`src/design/cbts_pkg.sv`:
```
// Shared constants and types for the CAN bit timing search.
`default_nettype none
package cbts_pkg;

  localparam int unsigned DIV_W   = 36;
  localparam int unsigned CNT_W   = $clog2(DIV_W);
  localparam int unsigned SCORE_W = 43;

  localparam int unsigned SEG1_FLOOR   = 2;
  localparam int unsigned SEG2_FLOOR   = 1;
  localparam int unsigned DATA_S1_MIN  = 2;
  localparam int unsigned DATA_S1_MAX  = 31;
  localparam int unsigned DATA_S2_MIN  = 1;
  localparam int unsigned DATA_S2_MAX  = 16;
  localparam int unsigned DATA_P_MAX   = 32;
  localparam int unsigned HALF_UNIT    = 500;
  localparam int unsigned PER_MILLE    = 1000;

  typedef enum logic [2:0] {
    REG_CLOCK_HZ  = 3'd0,
    REG_SEG1_MIN  = 3'd1,
    REG_SEG1_MAX  = 3'd2,
    REG_SEG2_MIN  = 3'd3,
    REG_SEG2_MAX  = 3'd4,
    REG_PRESC_MIN = 3'd5,
    REG_PRESC_MAX = 3'd6,
    REG_PRESC_STEP = 3'd7
  } cfg_idx_t;

  typedef struct packed {
    logic [31:0] clock_hz;
    logic [8:0]  seg1_min;
    logic [8:0]  seg1_max;
    logic [7:0]  seg2_min;
    logic [7:0]  seg2_max;
    logic [10:0] prescaler_min;
    logic [10:0] prescaler_max;
    logic [10:0] prescaler_step;
  } cfg_t;

  typedef struct packed {
    logic        found;
    logic [10:0] prescaler;
    logic [7:0]  phase_one;
    logic [7:0]  phase_two;
  } res_t;

endpackage
`default_nettype wire

```
`src/design/can_bit_timing_search.sv`:
```
// Top level of the CAN bit timing search: registers, handshakes, result register.
//
// Each item (bitrate, sample point, data phase flag) starts a walk over the
// prescalers from the minimum up by the step. Every prescaler tried costs up
// to four divisions on one shared restoring divider that yields one quotient
// bit a cycle, plus segment clamping and scoring. The reset settings walk
// 1024 prescalers and the longest walk covers 2047; a walk that ends early
// (too few quanta) or skips prescalers (too many quanta) does far less work.
// One item is worked at a time; in_stall is high from acceptance until the
// result has moved into the output register, which then holds it for the
// consumer while the next item is taken. Write configuration only while the
// block is idle.
`default_nettype none
module can_bit_timing_search (
  input  wire logic        clk,
  input  wire logic        rst_n,
  input  wire logic        cfg_wr_en,
  input  wire logic [2:0]  cfg_index,
  input  wire logic [31:0] cfg_wdata,
  input  wire logic        in_valid,
  output logic             in_stall,
  input  wire logic [23:0] in_bitrate,
  input  wire logic [9:0]  in_sample_point,
  input  wire logic        in_data_phase,
  output logic             out_valid,
  input  wire logic        out_stall,
  output logic             out_found,
  output logic [10:0]      out_prescaler,
  output logic [7:0]       out_phase_one,
  output logic [7:0]       out_phase_two
);
  import cbts_pkg::*;

  cfg_t cfg_r, cfg_nxt;
  res_t res, out_r, out_nxt;
  logic out_valid_r, out_valid_nxt;
  logic busy, res_valid, res_take, in_accept;

  // Register writes; unused bits of the data word drop.
  always_comb begin
    cfg_nxt = cfg_r;
    if (cfg_wr_en) begin
      unique case (cfg_idx_t'(cfg_index))
        REG_CLOCK_HZ:   cfg_nxt.clock_hz       = cfg_wdata;
        REG_SEG1_MIN:   cfg_nxt.seg1_min       = cfg_wdata[8:0];
        REG_SEG1_MAX:   cfg_nxt.seg1_max       = cfg_wdata[8:0];
        REG_SEG2_MIN:   cfg_nxt.seg2_min       = cfg_wdata[7:0];
        REG_SEG2_MAX:   cfg_nxt.seg2_max       = cfg_wdata[7:0];
        REG_PRESC_MIN:  cfg_nxt.prescaler_min  = cfg_wdata[10:0];
        REG_PRESC_MAX:  cfg_nxt.prescaler_max  = cfg_wdata[10:0];
        REG_PRESC_STEP: cfg_nxt.prescaler_step = cfg_wdata[10:0];
        default: cfg_nxt = cfg_r;
      endcase
    end
  end

  // Accept an item only while the sequencer is idle.
  assign in_stall  = busy;
  assign in_accept = in_valid && !busy;

  cbts_search u_search (
    .clk          (clk),
    .rst_n        (rst_n),
    .start        (in_accept),
    .bitrate      (in_bitrate),
    .sample_point (in_sample_point),
    .data_phase   (in_data_phase),
    .cfg          (cfg_r),
    .busy         (busy),
    .res_valid    (res_valid),
    .res_take     (res_take),
    .res          (res)
  );

  // Move the result into the output register once it is free or draining.
  assign res_take = res_valid && (!out_valid_r || !out_stall);

  always_comb begin
    out_nxt       = out_r;
    out_valid_nxt = out_valid_r;
    if (res_take) begin
      out_nxt       = res;
      out_valid_nxt = 1'b1;
    end else if (out_valid_r && !out_stall) begin
      out_valid_nxt = 1'b0;
    end
  end

  always_ff @(posedge clk) begin
    out_r <= out_nxt;
    if (!rst_n) begin
      out_valid_r          <= 1'b0;
      cfg_r.clock_hz       <= 32'd48000000;
      cfg_r.seg1_min       <= 9'd1;
      cfg_r.seg1_max       <= 9'd16;
      cfg_r.seg2_min       <= 8'd1;
      cfg_r.seg2_max       <= 8'd8;
      cfg_r.prescaler_min  <= 11'd1;
      cfg_r.prescaler_max  <= 11'd1024;
      cfg_r.prescaler_step <= 11'd1;
    end else begin
      out_valid_r <= out_valid_nxt;
      cfg_r       <= cfg_nxt;
    end
  end

  assign out_valid     = out_valid_r;
  assign out_found     = out_r.found;
  assign out_prescaler = out_r.prescaler;
  assign out_phase_one = out_r.phase_one;
  assign out_phase_two = out_r.phase_two;

`ifndef SYNTH
  a_accept_busy: assert property (@(posedge clk) disable iff (!rst_n)
    in_valid && !in_stall |=> in_stall)
    else $error("search did not go busy after an accepted item");

  a_not_found_zero: assert property (@(posedge clk) disable iff (!rst_n)
    out_valid && !out_found |->
      out_prescaler == 11'd0 && out_phase_one == 8'd0 && out_phase_two == 8'd0)
    else $error("not-found result carries nonzero fields");

  a_found_presc: assert property (@(posedge clk) disable iff (!rst_n)
    out_valid && out_found |-> out_prescaler != 11'd0 && out_phase_two != 8'd0)
    else $error("found result with zero prescaler or phase two");
`endif

endmodule
`default_nettype wire

```
`src/design/cbts_div.sv`:
```
// Restoring divider, one quotient bit per cycle.
`default_nettype none
module cbts_div (
  input  wire logic                     clk,
  input  wire logic                     rst_n,
  input  wire logic                     start,
  input  wire logic [cbts_pkg::DIV_W-1:0] num,
  input  wire logic [cbts_pkg::DIV_W-1:0] den,
  output logic                          done,
  output logic [cbts_pkg::DIV_W-1:0]    quo
);
  import cbts_pkg::*;

  logic [DIV_W-1:0] rem_r, rem_nxt, quo_r, quo_nxt, den_r, den_nxt;
  logic [CNT_W-1:0] cnt_r, cnt_nxt;
  logic             busy_r, busy_nxt, done_r, done_nxt;
  logic [DIV_W:0]   trial;
  logic             ge;

  always_comb begin
    trial    = {rem_r, quo_r[DIV_W-1]};
    ge       = trial >= {1'b0, den_r};
    rem_nxt  = rem_r;
    quo_nxt  = quo_r;
    den_nxt  = den_r;
    cnt_nxt  = cnt_r;
    busy_nxt = busy_r;
    done_nxt = 1'b0;
    if (start) begin
      rem_nxt  = '0;
      quo_nxt  = num;
      den_nxt  = den;
      cnt_nxt  = '0;
      busy_nxt = 1'b1;
    end else if (busy_r) begin
      rem_nxt = ge ? DIV_W'(trial - {1'b0, den_r}) : trial[DIV_W-1:0];
      quo_nxt = {quo_r[DIV_W-2:0], ge};
      cnt_nxt = cnt_r + CNT_W'(1);
      if (cnt_r == CNT_W'(DIV_W - 1)) begin
        busy_nxt = 1'b0;
        done_nxt = 1'b1;
      end
    end
  end

  always_ff @(posedge clk) begin
    rem_r <= rem_nxt;
    quo_r <= quo_nxt;
    den_r <= den_nxt;
    if (!rst_n) begin
      cnt_r  <= '0;
      busy_r <= 1'b0;
      done_r <= 1'b0;
    end else begin
      cnt_r  <= cnt_nxt;
      busy_r <= busy_nxt;
      done_r <= done_nxt;
    end
  end

  assign done = done_r;
  assign quo  = quo_r;

endmodule
`default_nettype wire

```
`src/design/cbts_search.sv`:
```
// Prescaler walk sequencer around the shared serial divider.
`default_nettype none
module cbts_search (
  input  wire logic            clk,
  input  wire logic            rst_n,
  input  wire logic            start,
  input  wire logic [23:0]     bitrate,
  input  wire logic [9:0]      sample_point,
  input  wire logic            data_phase,
  input  wire cbts_pkg::cfg_t  cfg,
  output logic                 busy,
  output logic                 res_valid,
  input  wire logic            res_take,
  output cbts_pkg::res_t       res
);
  import cbts_pkg::*;

  typedef enum logic [3:0] {
    ST_IDLE, ST_LOOP, ST_TQ_START, ST_TQ_WAIT, ST_T1_START, ST_T1_WAIT,
    ST_SEG_A, ST_SEG_B, ST_RATE_START, ST_RATE_WAIT, ST_SP_START, ST_SP_WAIT,
    ST_SCORE, ST_PICK, ST_NEXT, ST_DONE
  } state_t;

  state_t               state_r, state_nxt;
  logic [23:0]          rate_r, rate_nxt;
  logic [9:0]           sp_r, sp_nxt;
  logic                 data_r, data_nxt;
  logic [11:0]          p_r, p_nxt;
  logic [DIV_W-1:0]     prod_r, prod_nxt, num_r, num_nxt, den_r, den_nxt;
  logic                 start_r, start_nxt;
  logic [9:0]           tq_r, tq_nxt;
  logic [10:0]          t1_r, t1_nxt;
  logic [7:0]           t2_r, t2_nxt;
  logic [31:0]          act_rate_r, act_rate_nxt, rd_r, rd_nxt;
  logic [9:0]           spd_r, spd_nxt;
  logic [SCORE_W-1:0]   score_r, score_nxt, best_r, best_nxt;
  logic                 found_r, found_nxt;
  logic [10:0]          best_p_r, best_p_nxt;
  logic [8:0]           best_s1_r, best_s1_nxt;
  logic [7:0]           best_s2_r, best_s2_nxt;

  logic [8:0]  s1lo, s1hi;
  logic [7:0]  s2lo, s2hi;
  logic [10:0] plo, phi, phi_arb, pinc;
  logic [10:0] tq_min, tq_max;
  logic [10:0] q11, t1a, t1lo, t1c, diff, t2lo, t2c, t1f;
  logic [9:0]  q10;
  logic        div_done;
  logic [DIV_W-1:0] div_quo;

  cbts_div u_div (
    .clk   (clk),
    .rst_n (rst_n),
    .start (start_r),
    .num   (num_r),
    .den   (den_r),
    .done  (div_done),
    .quo   (div_quo)
  );

  // Clamps raise to the lower limit first, then cap at the upper one.
  always_comb begin
    s1lo = data_r ? 9'(DATA_S1_MIN) :
           ((cfg.seg1_min < 9'(SEG1_FLOOR)) ? 9'(SEG1_FLOOR) : cfg.seg1_min);
    s1hi = data_r ? 9'(DATA_S1_MAX) :
           ((cfg.seg1_max < 9'(SEG1_FLOOR)) ? 9'(SEG1_FLOOR) : cfg.seg1_max);
    s2lo = data_r ? 8'(DATA_S2_MIN) :
           ((cfg.seg2_min < 8'(SEG2_FLOOR)) ? 8'(SEG2_FLOOR) : cfg.seg2_min);
    s2hi = data_r ? 8'(DATA_S2_MAX) :
           ((cfg.seg2_max < 8'(SEG2_FLOOR)) ? 8'(SEG2_FLOOR) : cfg.seg2_max);
    plo     = (cfg.prescaler_min == '0) ? 11'd1 : cfg.prescaler_min;
    phi_arb = (cfg.prescaler_max == '0) ? 11'd1 : cfg.prescaler_max;
    phi     = (data_r && phi_arb > 11'(DATA_P_MAX)) ? 11'(DATA_P_MAX) : phi_arb;
    pinc    = (cfg.prescaler_step == '0) ? 11'd1 : cfg.prescaler_step;
    tq_min  = 11'd1 + 11'(s1lo) + 11'(s2lo);
    tq_max  = 11'd1 + 11'(s1hi) + 11'(s2hi);
    q11 = div_quo[10:0];
    q10 = div_quo[9:0];
    t1a = (q11 == '0) ? 11'd0 : q11 - 11'd1;
    t1lo = (t1a < 11'(s1lo)) ? 11'(s1lo) : t1a;
    t1c  = (t1lo > 11'(s1hi)) ? 11'(s1hi) : t1lo;
    diff = {1'b0, tq_r} - 11'd1 - t1_r;
    t2lo = (diff < 11'(s2lo)) ? 11'(s2lo) : diff;
    t2c  = (t2lo > 11'(s2hi)) ? 11'(s2hi) : t2lo;
    t1f = {1'b0, tq_r} - 11'd1 - 11'(t2_r);
  end

  always_comb begin
    state_nxt    = state_r;
    rate_nxt     = rate_r;
    sp_nxt       = sp_r;
    data_nxt     = data_r;
    p_nxt        = p_r;
    prod_nxt     = prod_r;
    num_nxt      = num_r;
    den_nxt      = den_r;
    start_nxt    = 1'b0;
    tq_nxt       = tq_r;
    t1_nxt       = t1_r;
    t2_nxt       = t2_r;
    act_rate_nxt = act_rate_r;
    rd_nxt       = rd_r;
    spd_nxt      = spd_r;
    score_nxt    = score_r;
    best_nxt     = best_r;
    found_nxt    = found_r;
    best_p_nxt   = best_p_r;
    best_s1_nxt  = best_s1_r;
    best_s2_nxt  = best_s2_r;
    unique case (state_r)
      ST_IDLE: begin
        if (start) begin
          rate_nxt    = bitrate;
          sp_nxt      = sample_point;
          data_nxt    = data_phase;
          p_nxt       = 12'(plo);
          found_nxt   = 1'b0;
          best_nxt    = '0;
          best_p_nxt  = '0;
          best_s1_nxt = '0;
          best_s2_nxt = '0;
          state_nxt   = (bitrate == '0 || cfg.clock_hz == '0) ? ST_DONE : ST_LOOP;
        end
      end
      ST_LOOP: begin
        if (p_r > {1'b0, phi}) begin
          state_nxt = ST_DONE;
        end else begin
          prod_nxt  = DIV_W'(p_r) * DIV_W'(rate_r);
          state_nxt = ST_TQ_START;
        end
      end
      ST_TQ_START: begin
        num_nxt   = DIV_W'(cfg.clock_hz) + (prod_r >> 1);
        den_nxt   = prod_r;
        start_nxt = 1'b1;
        state_nxt = ST_TQ_WAIT;
      end
      ST_TQ_WAIT: begin
        if (div_done) begin
          if (div_quo < DIV_W'(tq_min)) begin
            state_nxt = ST_DONE;
          end else if (div_quo > DIV_W'(tq_max)) begin
            state_nxt = ST_NEXT;
          end else begin
            tq_nxt    = q10;
            prod_nxt  = DIV_W'(q10) * DIV_W'(sp_r) + DIV_W'(HALF_UNIT);
            state_nxt = ST_T1_START;
          end
        end
      end
      ST_T1_START: begin
        num_nxt   = prod_r;
        den_nxt   = DIV_W'(PER_MILLE);
        start_nxt = 1'b1;
        state_nxt = ST_T1_WAIT;
      end
      ST_T1_WAIT: begin
        if (div_done) begin
          t1_nxt    = t1c;
          state_nxt = ST_SEG_A;
        end
      end
      ST_SEG_A: begin
        if ({1'b0, tq_r} <= 11'd1 + t1_r) begin
          state_nxt = ST_NEXT;
        end else begin
          t2_nxt    = t2c[7:0];
          state_nxt = ST_SEG_B;
        end
      end
      ST_SEG_B: begin
        if ({1'b0, tq_r} <= 11'd1 + 11'(t2_r) || t1f < 11'(s1lo) || t1f > 11'(s1hi)) begin
          state_nxt = ST_NEXT;
        end else begin
          t1_nxt    = t1f;
          prod_nxt  = DIV_W'(p_r) * DIV_W'(tq_r);
          state_nxt = ST_RATE_START;
        end
      end
      ST_RATE_START: begin
        num_nxt   = DIV_W'(cfg.clock_hz);
        den_nxt   = prod_r;
        start_nxt = 1'b1;
        state_nxt = ST_RATE_WAIT;
      end
      ST_RATE_WAIT: begin
        if (div_done) begin
          act_rate_nxt = div_quo[31:0];
          prod_nxt     = DIV_W'(t1_r + 11'd1) * DIV_W'(PER_MILLE);
          state_nxt    = ST_SP_START;
        end
      end
      ST_SP_START: begin
        num_nxt   = prod_r;
        den_nxt   = DIV_W'(tq_r);
        start_nxt = 1'b1;
        state_nxt = ST_SP_WAIT;
      end
      ST_SP_WAIT: begin
        if (div_done) begin
          spd_nxt = (q10 > sp_r) ? q10 - sp_r : sp_r - q10;
          rd_nxt  = (act_rate_r > {8'd0, rate_r}) ? act_rate_r - {8'd0, rate_r}
                                                  : {8'd0, rate_r} - act_rate_r;
          state_nxt = ST_SCORE;
        end
      end
      ST_SCORE: begin
        score_nxt = SCORE_W'(rd_r) * SCORE_W'(PER_MILLE) + SCORE_W'(spd_r);
        state_nxt = ST_PICK;
      end
      ST_PICK: begin
        if (!found_r || score_r < best_r) begin
          found_nxt   = 1'b1;
          best_nxt    = score_r;
          best_p_nxt  = p_r[10:0];
          best_s1_nxt = t1_r[8:0];
          best_s2_nxt = t2_r;
        end
        state_nxt = ST_NEXT;
      end
      ST_NEXT: begin
        p_nxt     = p_r + 12'(pinc);
        state_nxt = ST_LOOP;
      end
      ST_DONE: begin
        if (res_take) state_nxt = ST_IDLE;
      end
      default: state_nxt = ST_IDLE;
    endcase
  end

  always_ff @(posedge clk) begin
    rate_r     <= rate_nxt;
    sp_r       <= sp_nxt;
    data_r     <= data_nxt;
    p_r        <= p_nxt;
    prod_r     <= prod_nxt;
    num_r      <= num_nxt;
    den_r      <= den_nxt;
    tq_r       <= tq_nxt;
    t1_r       <= t1_nxt;
    t2_r       <= t2_nxt;
    act_rate_r <= act_rate_nxt;
    rd_r       <= rd_nxt;
    spd_r      <= spd_nxt;
    score_r    <= score_nxt;
    best_r     <= best_nxt;
    found_r    <= found_nxt;
    best_p_r   <= best_p_nxt;
    best_s1_r  <= best_s1_nxt;
    best_s2_r  <= best_s2_nxt;
    if (!rst_n) begin
      state_r <= ST_IDLE;
      start_r <= 1'b0;
    end else begin
      state_r <= state_nxt;
      start_r <= start_nxt;
    end
  end

  assign busy      = (state_r != ST_IDLE);
  assign res_valid = (state_r == ST_DONE);
  assign res.found     = found_r;
  assign res.prescaler = found_r ? best_p_r : 11'd0;
  assign res.phase_one = found_r ? 8'(best_s1_r - 9'd1) : 8'd0;
  assign res.phase_two = found_r ? best_s2_r : 8'd0;

endmodule
`default_nettype wire

```
`config.mk`:
```
export PLATFORM = sky130hd
export DESIGN_NAME = can_bit_timing_search
export DESIGN_NICKNAME = d
export VERILOG_FILES = /design/src/design/cbts_pkg.sv /design/src/design/can_bit_timing_search.sv /design/src/design/cbts_div.sv /design/src/design/cbts_search.sv
export SDC_FILE = /design/constraint.sdc
export NUM_CORES = 2
export LEC_CHECK = 0
export BUFFER_PORTS_ARGS = -buffer_cell sky130_fd_sc_hd__buf_2
export CORE_MARGIN = 2
export CORE_UTILIZATION = 30
export CTS_BUF_LIST = sky130_fd_sc_hd__clkbuf_4 sky130_fd_sc_hd__clkbuf_8
export DETAILED_ROUTE_END_ITERATION = 8
export SETUP_SLACK_MARGIN = 0.05
export SYNTH_ARGS = -nofsm -noshare
export SYNTH_HDL_FRONTEND = slang
export SYNTH_HIERARCHICAL = 1
export SYNTH_SLANG_ARGS = --single-unit
```
`constraint.sdc`:
```
create_clock -name clk -period 13.38 [get_ports clk]
set_clock_uncertainty 0.2 [all_clocks]
set_input_delay 0 -clock clk [delete_from_list [all_inputs] [get_ports clk]]
set_output_delay 0 -clock clk [all_outputs]
set_load 0.03 [all_outputs]
```
==> results by stage <==
Place:
- Summing all placed instances gives a cell area of 65240 sq um.
- The final RePlAce weighted congestion is between 0.9 and 1.
- In this run the tool buffered the top-level ports with approximately 100 buffer cells.
- The total half-perimeter wirelength after legalization and detailed placement is 146400 um.

Synth:
- Summing every instance area after synthesis gives 61830 sq um.
- Of the synthesized area, sequential elements account for 0.2775.
- The average cell area after synthesis is about 9.6 sq um.
- The count of flip-flops with a built-in enable after synthesis is 472.
- The area share of the largest cell type after synthesis is 0.2293.
- The number of synthesis warnings is 6.
- Ranked by instance count, the synthesized netlist is headed by 844 x sky130_fd_sc_hd__inv_1, 725 x sky130_fd_sc_hd__nand2_1, 646 x sky130_fd_sc_hd__ha_1.
- The flip-flop and latch count after synthesis is 621.
- Synthesis produced 6472 cells.
- sky130_fd_sc_hd__edfxtp_1 takes more of the synthesized area than any other cell.
- The async set-reset flop share out of synthesis is 0.
- The dominant register cell in the synthesized netlist is sky130_fd_sc_hd__edfxtp_1.
- The number of nets handed over by synthesis was 7727.
- By instance count, the leading cell after synthesis is sky130_fd_sc_hd__inv_1.
- By area the synthesized netlist is led by sky130_fd_sc_hd__edfxtp_1 23%, sky130_fd_sc_hd__fa_1 17%, sky130_fd_sc_hd__ha_1 13%.
- Synthesis instantiated between 100 and 150 different standard cells from the library.

Die:
- The die covers 209700 sq um.
- For this configuration, the core starts out at a cell density of 0.3019.
- The die is 458.0 um wide.
- The height of the die is between 400 and 500 um.
- The number of placed I/O pins is 105.
- The area inside the core boundary is roughly 200000 sq um.
- Row generation in the floorplan step produced roughly 170 rows.

Global routing:
- The total grt overflow is 0.
- The global-route total usage across every layer is 0.1791.
- The first global-routing pass estimated 292800 um of wire.
- Entering global routing, the biggest net connects 71 pins.
- The via count of the first global-routing pass is around 50000.
- The initial antenna violation count is 6.

CTS:
- Once the clock tree was built, the setup fixing pass inserted 0 buffers.
- TritonCTS built the clock tree.
- The clock insertion delay at the later pin of the skew report is 0.92 ns.
- Counting every sink on the clock net gives between 600 and 700.
- The clock tree buffer depth is 3.
- The clock tree root driver cell is sky130_fd_sc_hd__clkbuf_8.
- Clock-pin slew was measured on the worst setup and hold paths at 0.08 ns.
- In this run the number of H-tree levels came out at 3.
- Counting the buffers created by CTS gives 114.

Drt:
- After detailed routing, the number of vias per cell comes to slightly above 5.
- The wire length on met1 is a little under 80000 um.
- The number of DRC markers after the initial detailed-route iteration is 3515.
- The detail route stage leaves a number of antenna-violating nets equal to 0.
- In the routed design, unresolved DRC markers number 0.
- The pre-antenna-repair detailed-routing pass consisted of 6 iterations.
- The routed length on met2 is 92590 um.
- The top routing layer in use is met5.
- After detailed routing, the average wire length per cell comes to 19.95 um.
- The routed design uses roughly 9700 um of met3 wire.
- The final wirelength is about 190000 um.
- The detailed-route via count is roughly 48000.

Worst setup path:
- Traced cell by cell, the critical path runs through buf_4 -> nand2_1 -> fa_1 -> inv_1 -> fa_1 -> fa_1 -> fa_1 -> fa_1 -> ha_1 -> a21oi_1 -> nand2_1 -> o221ai_1 -> o21ba_2 -> a211o_1 -> a2111oi_0 -> nor4b_1 -> o21ai_0 -> a21oi_1 -> xnor2_1 -> nor2_1.
- The worst setup path is of the reg2reg kind.
- The register-to-register setup slack is 5.89 ns.
- In this design, the stage delay of the slowest critical-path cell is 0.88 ns.
- In this run the critical register-to-register path is launched from u_search/p_r[11].
- The worst register-to-register path has a depth of 20.
- The endpoint identified for the worst register-to-register timing path is u_search/prod_r[35].
- The cell occurring most often along the worst timing path is sky130_fd_sc_hd__fa_1.
- The critical path launch point is u_search/p_r[11].
- For the worst setup path, the data arrival time is around 7.9 ns.
- The cell with the largest stage delay on the worst path is sky130_fd_sc_hd__a2111oi_0.
- The sort of element at the start of the critical path is a flop.
- The critical path ends at u_search/prod_r[35].
- The sort of element at the end of the critical path is a flop.
- In this run the worst path has a maximum fanout of 34.
- The critical path required time is 13.76 ns.

STA:
- Headroom to the max-slew limit came out at 0.2335.
- The highest attainable clock frequency is 0.1335 GHz.
- Hold timing on the final database bottoms out at a slack of approximately 0.14 ns.
- Dividing the final minimum period by the clock period gives 0.5598.
- The max-slew violation total from the final report is 0.
- The routed design could run at a clock period as short as 7.491 ns.
- Setup total negative slack on the finished layout was measured at 0 ns.
- Setup repair after global routing left no endpoint under its margin.
- The final hold violation count is 0.
- The final setup violation count is 0.
- At the pin with the least slew margin, the transition time is 1.150 ns.

Cells and area:
- Relative to the synthesized area, the layout overhead comes to 12.87%.
- Of the cells placed in the final design, the portion with a size suffix greater than 1 is 0.07452.
- Once layout is done, the placed cells without fillers occupy 69780 sq um.
- In the final layout, the multi-input gates occupy between 40000 and 50000 sq um.
- For this run, the post-layout net count is between 7000 and 8000.
- The final design utilization is 0.3408.
- The filler cells instantiated in the layout total 20870.
- The storage element area is 17160 sq um.

Hold path:
- The worst hold path stage count is 4.
- The type of the tightest min-delay check is in2reg.

Run status:
- The run finished with clean final reports.

Run:
- The max capacitance violation total is 0.
==> layer usage <==
layer  global-route usage  up-vias
li1                     -    22460
met1               0.2219    23710
met2               0.3113     1427
met3              0.02511      361
met4              0.07372        6
met5                    0        -
==> cell usage in the layout (no fill, tap or decap), types with 82 or more instances in the layout <==
| cell | count |
|---|---|
| sky130_fd_sc_hd__inv_1 | 843 |
| sky130_fd_sc_hd__edfxtp_1 | 472 |
| sky130_fd_sc_hd__buf_2 | 103 |
| sky130_fd_sc_hd__a21oi_1 | 329 |
| sky130_fd_sc_hd__dfxtp_1 | 147 |
| sky130_fd_sc_hd__a21o_1 | 125 |
| sky130_fd_sc_hd__mux2i_1 | 152 |
| sky130_fd_sc_hd__nand2_1 | 725 |
| sky130_fd_sc_hd__dlygate4sd3_1 | 186 |
| sky130_fd_sc_hd__ha_1 | 646 |
| sky130_fd_sc_hd__nor2_1 | 333 |
| sky130_fd_sc_hd__xor2_1 | 128 |
| sky130_fd_sc_hd__fa_1 | 534 |
| sky130_fd_sc_hd__nor2b_1 | 106 |
| sky130_fd_sc_hd__and2_1 | 241 |
| sky130_fd_sc_hd__o21ai_0 | 252 |
| sky130_fd_sc_hd__nand2b_1 | 82 |
| sky130_fd_sc_hd__clkbuf_8 | 122 |
| sky130_fd_sc_hd__xnor2_1 | 174 |
==> worst min path at each step <==
stage / from / endpoint
2_1_floorplan: in_data_phase / u_search/data_r
3_3_place_gp: in_sample_point[0] / u_search/sp_r[0]
3_5_place_dp: in_sample_point[0] / u_search/sp_r[0]
4_1_cts: cfg_wdata[0] / cfg_r[11]
5_1_grt: cfg_wdata[0] / cfg_r[11]
6_report: cfg_wdata[0] / cfg_r[11]
==> sequential cells by signal, indices dropped and copies added, names as in the netlist, 10 cells and up <==
name	cells
u_search/u_div/rem_r	36
u_search/tq_r	10
u_search/u_div/quo	36
u_search/spd_r	10
u_search/num_r	36
cfg_r	99
u_search/best_p_r	11
u_search/act_rate_r	32
u_search/t1_r	11
u_search/score_r	43
u_search/rd_r	32
u_search/p_r	12
u_search/u_div/den_r	36
out_prescaler	11
u_search/rate_r	24
u_search/best_r	43
u_search/den_r	36
u_search/prod_r	36
u_search/sp_r	10
==> what timing repair did <==
action / CTS / global route
setup endpoints to repair: 0 / 0
gates resized for setup: 0 / 0
hold endpoints to repair: 176 / 0
hold buffers: 186 / 0
==> logic make-up after synthesis <==
| group | Yosys count | share of synthesized area |
|---|---|---|
| AO/OA/AOI/OAI | 1163 | 0.1221 |
| adder cells (fa/ha/maj) | 1186 | 0.3046 |
| flip-flops | 621 | 0.2775 |
| AND/OR/NAND/NOR | 1888 | 0.1493 |
| multiplexers | 209 | 0.03499 |
| XOR/XNOR | 303 | 0.04305 |
| buffers and inverters | 1102 | 0.06850 |
==> critical path: cells and delay by family (launching register included) <==
kind            cells  cell delay (ns)
simple gates        4             0.50
compound gates      7             2.32
buf+inv             2             0.45
fa+ha+maj           6             3.07
flops               1             0.42
xor+xnor            1             0.16
==> per-stage QoR <==
stage	worst slack, ns	std cells
after floorplan	5.802	6472
after CTS	5.960	9478
after global routing	5.486	9480
after detailed placement	6.059	9076
final	5.889	9482
after global placement	6.063	9076
==> final cells by class <==
class	count	share of cell area
Sequential cell	621	0.2459
Timing Repair Buffer	358	0.04149
Clock inverter	59	0.01051
Multi-Input combinational cell	4749	0.5804
Inverter	846	0.04551
Clock buffer	157	0.02783
Antenna cell	4	0.0001434
Tap cell	2688	0.04819
Power is left out: the tool's default activity adds up to more than one toggle a clock period on the data nets, which glitch-free logic cannot reach.
